[src/rtl/ffra_pkg.sv]
`timescale 1ns / 1ps
// ----------------------------------------------------------------------------
// ffra_pkg
// Shared types and constants of the first-fit range allocator.
// ----------------------------------------------------------------------------
package ffra_pkg;

    localparam int MAX_SLOTS    = 4096;
    localparam int MAX_SEGMENTS = 64;
    localparam int RESET_POOL   = 4096;

    localparam logic FUNC_ALLOC = 1'b0;
    localparam logic FUNC_FREE  = 1'b1;

    localparam logic [1:0] ST_OK    = 2'd0;
    localparam logic [1:0] ST_ZERO  = 2'd1;
    localparam logic [1:0] ST_NOFIT = 2'd2;
    localparam logic [1:0] ST_FULL  = 2'd3;

    typedef struct packed {
        logic        func;
        logic [12:0] range_count;
        logic [11:0] free_start;
    } req_t;

    typedef struct packed {
        logic [1:0]  status;
        logic [11:0] alloc_start;
    } rsp_t;

    typedef struct packed {
        logic init;
        logic load;
        logic scan;
        logic pick;
        logic decide;
        logic apply;
    } cmd_t;

    typedef enum logic [4:0] {
        S_IDLE   = 5'b00001,
        S_SCAN   = 5'b00010,
        S_PICK   = 5'b00100,
        S_DECIDE = 5'b01000,
        S_APPLY  = 5'b10000
    } state_t;

endpackage

[src/rtl/ffra_ctrl.sv]
`timescale 1ns / 1ps
// ----------------------------------------------------------------------------
// ffra_ctrl
// Sequencer: accepts a transaction or a capacity write and steps the
// datapath through scan, pick, decide and apply.
// ----------------------------------------------------------------------------
module ffra_ctrl (
    input  logic           clk,
    input  logic           rst_n,
    input  logic           start,
    input  logic           cfg_valid,
    output logic           busy,
    output logic           cfg_ready,
    output ffra_pkg::cmd_t cmd
);

    ffra_pkg::state_t state_reg;
    ffra_pkg::state_t state_next;

    always_comb
    begin
        state_next = state_reg;
        unique case (state_reg)
            ffra_pkg::S_IDLE:
            begin
                if (start)
                    state_next = ffra_pkg::S_SCAN;
            end
            ffra_pkg::S_SCAN:   state_next = ffra_pkg::S_PICK;
            ffra_pkg::S_PICK:   state_next = ffra_pkg::S_DECIDE;
            ffra_pkg::S_DECIDE: state_next = ffra_pkg::S_APPLY;
            ffra_pkg::S_APPLY:  state_next = ffra_pkg::S_IDLE;
            default:            state_next = ffra_pkg::S_IDLE;
        endcase
    end

    always_ff @(posedge clk or negedge rst_n)
    begin
        if (!rst_n)
            state_reg <= ffra_pkg::S_IDLE;
        else
            state_reg <= state_next;
    end

    assign busy      = (state_reg != ffra_pkg::S_IDLE);
    assign cfg_ready = (state_reg == ffra_pkg::S_IDLE) && !start;

    always_comb
    begin
        cmd        = '0;
        cmd.init   = cfg_valid && cfg_ready;
        cmd.load   = start && !busy;
        cmd.scan   = (state_reg == ffra_pkg::S_SCAN);
        cmd.pick   = (state_reg == ffra_pkg::S_PICK);
        cmd.decide = (state_reg == ffra_pkg::S_DECIDE);
        cmd.apply  = (state_reg == ffra_pkg::S_APPLY);
    end

    a_one_hot: assert property (@(posedge clk) disable iff (!rst_n) $onehot(state_reg))
        else $error("state register not one-hot");
    a_no_cfg_busy: assert property (@(posedge clk) disable iff (!rst_n)
        busy |-> !cfg_ready)
        else $error("capacity write offered while busy");
    a_apply_then_idle: assert property (@(posedge clk) disable iff (!rst_n)
        cmd.apply |=> !busy)
        else $error("apply not followed by idle");

endmodule

[config.mk]
export PLATFORM = sky130hd
export DESIGN_NAME = ffra_ctrl
export DESIGN_NICKNAME = d
export VERILOG_FILES = /design/src/rtl/ffra_pkg.sv /design/src/rtl/ffra_ctrl.sv
export SDC_FILE = /design/constraint.sdc
export NUM_CORES = 1
export LEC_CHECK = 0
export BUFFER_PORTS_ARGS = -buffer_cell sky130_fd_sc_hd__buf_4
export CELL_PAD_IN_SITES_DETAIL_PLACEMENT = 0
export CELL_PAD_IN_SITES_GLOBAL_PLACEMENT = 1
export CORE_AREA = 2 2 39 41
export CTS_BUF_LIST = sky130_fd_sc_hd__clkbuf_4 sky130_fd_sc_hd__clkbuf_8 sky130_fd_sc_hd__clkbuf_16
export DETAILED_ROUTE_END_ITERATION = 8
export DIE_AREA = 0 0 41 43
export PLACE_DENSITY_LB_ADDON = 0.1
export SLEW_MARGIN = 20
export SYNTH_ARGS = -nofsm -noshare
export SYNTH_HDL_FRONTEND = slang
export SYNTH_SLANG_ARGS = --single-unit
export TNS_END_PERCENT = 50
[constraint.sdc]
create_clock -name clk -period 1.6 [get_ports clk]
set_input_delay 0.08 -clock clk [delete_from_list [all_inputs] [get_ports clk]]
set_output_delay 0.08 -clock clk [all_outputs]
set_load 0.03 [all_outputs]
======== Word level (Yosys, flattened, before mapping) ========
Cells that the tools add are included.
Widths: inputs -> output; s select.
storage, ports and cells
  register bits after elaboration ......... 5
  bits in latches ......................... 0
  memory bits (writable) .................. 0
  ROM bits ................................ 0
  input port bits ......................... 4
  output and inout bits ................... 8
  word-level logic and storage cells ...... 15
  memories kept ........................... 0
operators by class
  $add $sub $neg .......................... 0
  multiply operators ...................... 0
  div/mod/pow operators ................... 0
  order comparisons ....................... 0
  eq/ne operators ......................... 7
  shifts and indexed selects .............. 0
  mux-type cells .......................... 2
  bitwise operators ....................... 0
  reductions and logical operators ........ 5
operators with widths
  cell                count
  $pmux 5 s4          1
  $eq 5x1->1 const B  1
  $eq 5x2->1 const B  1
  $eq 5x3->1 const B  1
  $eq 5x4->1 const B  1
  $eq 5x5->1 const B  1
  $mux 5              1
  $ne 5x1->1 const B  1
  $logic_and 1x1->1   3
  $logic_not 1->1     2
  $ne 2x2->1 const B  1

======== Logic depth before layout (Yosys ltp) ========
  depth in word-level cells ............... 3
  depth in mapped cells ................... 4
  depth with buffers taken out ............ 3

======== Least setup slack after synthesis ========
Ideal clock, no wire load.
  path type ............................... flip-flop to output port
  start point ............................. reg state_reg[0]
  end point ............................... out cmd[5] (netlist name)
  arrival ................................. 1728 ps
  data required time ...................... 1520 ps
  setup slack ............................. -208 ps
  stages on the path, launching flop included .. 5
  buffers on the path ..................... 1
  path through ............................ dfstp_2 inv_2 or4b_1 buf_2 nor3b_2
RTL lines
  what                    RTL line         text
  from (decl)             ffra_ctrl.sv:17  ffra_pkg::state_t state_reg;
  from (signal assigned)  ffra_ctrl.sv:40  state_reg <= ffra_pkg::S_IDLE;
  from (signal assigned)  ffra_ctrl.sv:42  state_reg <= state_next;
  to (decl)               ffra_ctrl.sv:14  output ffra_pkg::cmd_t cmd

==> results.txt <==
- The flow ran to the end, but the final reports show violations.
* Violations in the final reports: setup timing
* Pins over their slew limit: 0
- Based on the critical path, the design can be clocked at up to 562 MHz.
* Arrival @ worst endpoint: 1.70 ns
- Routed wire length: 744 um
* Clock Skew: 0.00122 ns
- After floorplanning, the core was divided into 14 placement rows.
- The analysis attributes to cell leakage a power of 0.000261 uW.
* Mapped Cells: 26
* Maximum buffer depth of the clock tree: 2
- Latest clock arrival within the worst-skew pair: 0.24 ns
- CTS H-tree depth: 1
- The post-route netlist has 66.7% of its cells at a drive strength greater than 1.
- Global-route wire length before repair: 1.23 mm
- Detailed routing inserted a total of 299 vias.
- CTS tree: built
- Clock transition at the register clock pins on the worst setup and hold paths after CTS: 0.04 ns
- The largest individual stage delay along the critical path comes from the cell sky130_fd_sc_hd__dfstp_2.
- The worst setup path is launched from a flop.
- After layout, the design draws a total of 872 uW.
- Once detail routing completed, the nets flagged for antenna violations numbered 0.
- The repair_antennas step left the layout with diodes totalling 0.
* Number of detailed-routing iterations run before antenna repair: 2
* R2R cell count: 3
- The synthesized design contains 5 register bits.
- The initial antenna violation count is 0.
- The worst register-to-register path begins at state_reg[0]$_DFFE_PN1P_.
* GRT Total Usage: 11.0%
- Max Fanout on Critical Path: 5
- Measured along the y axis, the die boundary spans 43 um.
* Wirelength per Cell: 11.6 um
- Post-synthesis to final-layout area growth: 81.4%
* I/O Pins: 12
* Vias in the first global route: 313
- In this run the register-to-register setup slack is 0.32 ns.
* Max FFs per register: 5
- After the first detailed-routing iteration, the DRC count stood at 1.
- Mean number of vias per cell: 4.67
- Setup violations remaining at the end of the flow were counted as 4.
- The die covers 1760 um^2.
* Initial standard-cell utilization of the core: 20.0%
- Synth area leader: sky130_fd_sc_hd__dfrtp_1
- The top cell type by area accounts for 36.2% of the synthesized area.
* Total clock sinks: 5
- The worst register-to-register path ends at state_reg[1]$_DFFE_PN0P_.
* Depth of the worst hold-timing path: 3
- Synth Warn #: 0
- Mapped Avg Cell Area: 10.6 um^2
* Most common library cell in the layout ignoring fill and taps: sky130_fd_sc_hd__buf_4
- Across the VDD grid, the largest voltage drop is 651 uV.
- Entering global routing, the biggest net connects 10 pins.
* Max capacitance violation total: 0
- Class of the tightest hold or removal check: input port to flop
- The worst path in the final design needs a cycle of 1.78 ns, including I/O delays and setup.
- Counting every net in the synthesized netlist gives 30.
- The count of endpoints failing hold in the final timing report came to 0.
* DRC violations left: 0
* Post-synthesis cell type count: 17
- Setup repair after global routing could not meet its margin everywhere.
- After clock tree synthesis, the setup repair step added 0 buffers.
- Path type of the worst setup path: flop to output pin
* Worst Hold End: state_reg[1]$_DFFE_PN0P_
- In the final design database the tool counted 53 nets.
* Critical Path, Cell by Cell: inv_2 > or4b_4 > nor3b_4 > buf_6
* Endpoint required time on the critical path: 1.52 ns
- At the pin with the least slew margin, the transition time is 0.217 ns.
- The die is 41 um wide.
* Power density over the cells: 1740 nW/um^2
* Dominant cells by area after synthesis: sky130_fd_sc_hd__dfrtp_1 (36%), sky130_fd_sc_hd__dfstp_2 (9.5%), sky130_fd_sc_hd__and4b_1 (7.2%)
- CTS root buf: sky130_fd_sc_hd__clkbuf_4
- Kind of end point of the critical path: output pin
- Hold WS: 0.137 ns
- Hold_sp: start
* Commonest cells after routing, fill and taps aside: sky130_fd_sc_hd__buf_4 (15), sky130_fd_sc_hd__nor2_2 (4), sky130_fd_sc_hd__clkbuf_4 (4), sky130_fd_sc_hd__dfrtp_1 (4), sky130_fd_sc_hd__buf_6 (3)
- Total gr overflow: 0
* Worst slew margin: 85.3%
- At the end of routability-driven placement, the weighted congestion stood at 0.732.
* Delay of the slowest cell on the worst path: 0.53 ns
- Netlist area before placement: 277 um^2
- After layout, the worst path uses 111% of the clock period.
- Total core area: 1380 um^2
- In the post-route analysis, the smallest setup slack over all paths is -0.179 ns.
- Post-synthesis sequential area ratio: 45.7%
* Port Buf Inserts: 11
- CTS Buf Count: 3
## where the power goes
group          switching (uW)  total, uW  internal (uW)
Combinational             281        523            241
Clock                    52.8        164            111
Sequential               18.2        185            167
## worst max-delay path: cells and delay by family (launching register included)
| family | cells | cell delay [ns] |
|---|---|---|
| DFF | 1 | 0.53 |
| buffers and inverters | 2 | 0.19 |
| and+or+nand+nor | 2 | 0.73 |
## how the worst max path moves through the flow
stage	start	to	slack, ns	depth (start not counted)
3_5_place_dp	state_reg[0]$_DFFE_PN1P_	cmd[5]	-0.03	4
5_1_grt	state_reg[0]$_DFFE_PN1P_	cmd[5]	-0.22	4
4_1_cts	state_reg[0]$_DFFE_PN1P_	cmd[5]	-0.19	4
3_3_place_gp	state_reg[0]$_DFFE_PN1P_	cmd[5]	-0.03	4
2_1_floorplan	state_reg[0]$_DFFE_PN1P_	cmd[5]	-0.03	4
6_report	state_reg[0]$_DFFE_PN1P_	cmd[5]	-0.18	4
## synthesized netlist by cell type, drive strengths merged
cell type,count
nor2,5
dfrtp,4
and3,2
and4b,2
inv,2
nor4bb,2
a211o,1
a31oi,1
and3b,1
and4bb,1
buf,1
dfstp,1
nor3b,1
o21ai,1
or4b,1
## cells by family after synthesis
logic type / count (synthesis) / share of synthesized area, %
AO/OA/AOI/OAI: 3 / 7.24
buffers and inverters: 3 / 4.52
flip-flops: 5 / 45.7
AND/OR/NAND/NOR: 15 / 42.5
## area by class of cell
| type | instances | area (um^2) |
|---|---|---|
| Fill cell | 141 | 882 |
| Multi-Input combinational cell | 18 | 161 |
| Timing Repair Buffer | 19 | 156 |
| Sequential cell | 5 | 126 |
| Clock buffer | 4 | 30.0 |
| Tap cell | 16 | 20.0 |
| Inverter | 2 | 7.51 |
## repair_timing
item	CTS	global route
hold buffers	1	0
setup endpoints to repair	4	5
hold endpoints to repair	5	0
gates resized for setup	4	1
## per-stage QoR
stage	setup TNS (ns)	utilization [%]	cells	setup slack [ns]	cell area, um^2
6_report	-0.373	36.3	64	-0.179	502
5_1_grt	-0.555	36.3	64	-0.223	502
4_1_cts	-0.413	36.1	64	-0.187	499
3_5_place_dp	-0.0293	32.1	59	-0.0293	444
3_3_place_gp	-0.0307	32.1	59	-0.0307	444
2_1_floorplan	-0.0349	-	26	-0.0349	300
## layer usage
layer  up-vias  share of wire (%)  track usage, %
li1        142                  -               -
met1       144                 40            11.8
met2        11                 52            15.3
met3         2                4.8            3.14
met4         0                2.6            12.0
met5         -                  0               0
No activity file was read; power rests on OpenSTA's default activity.
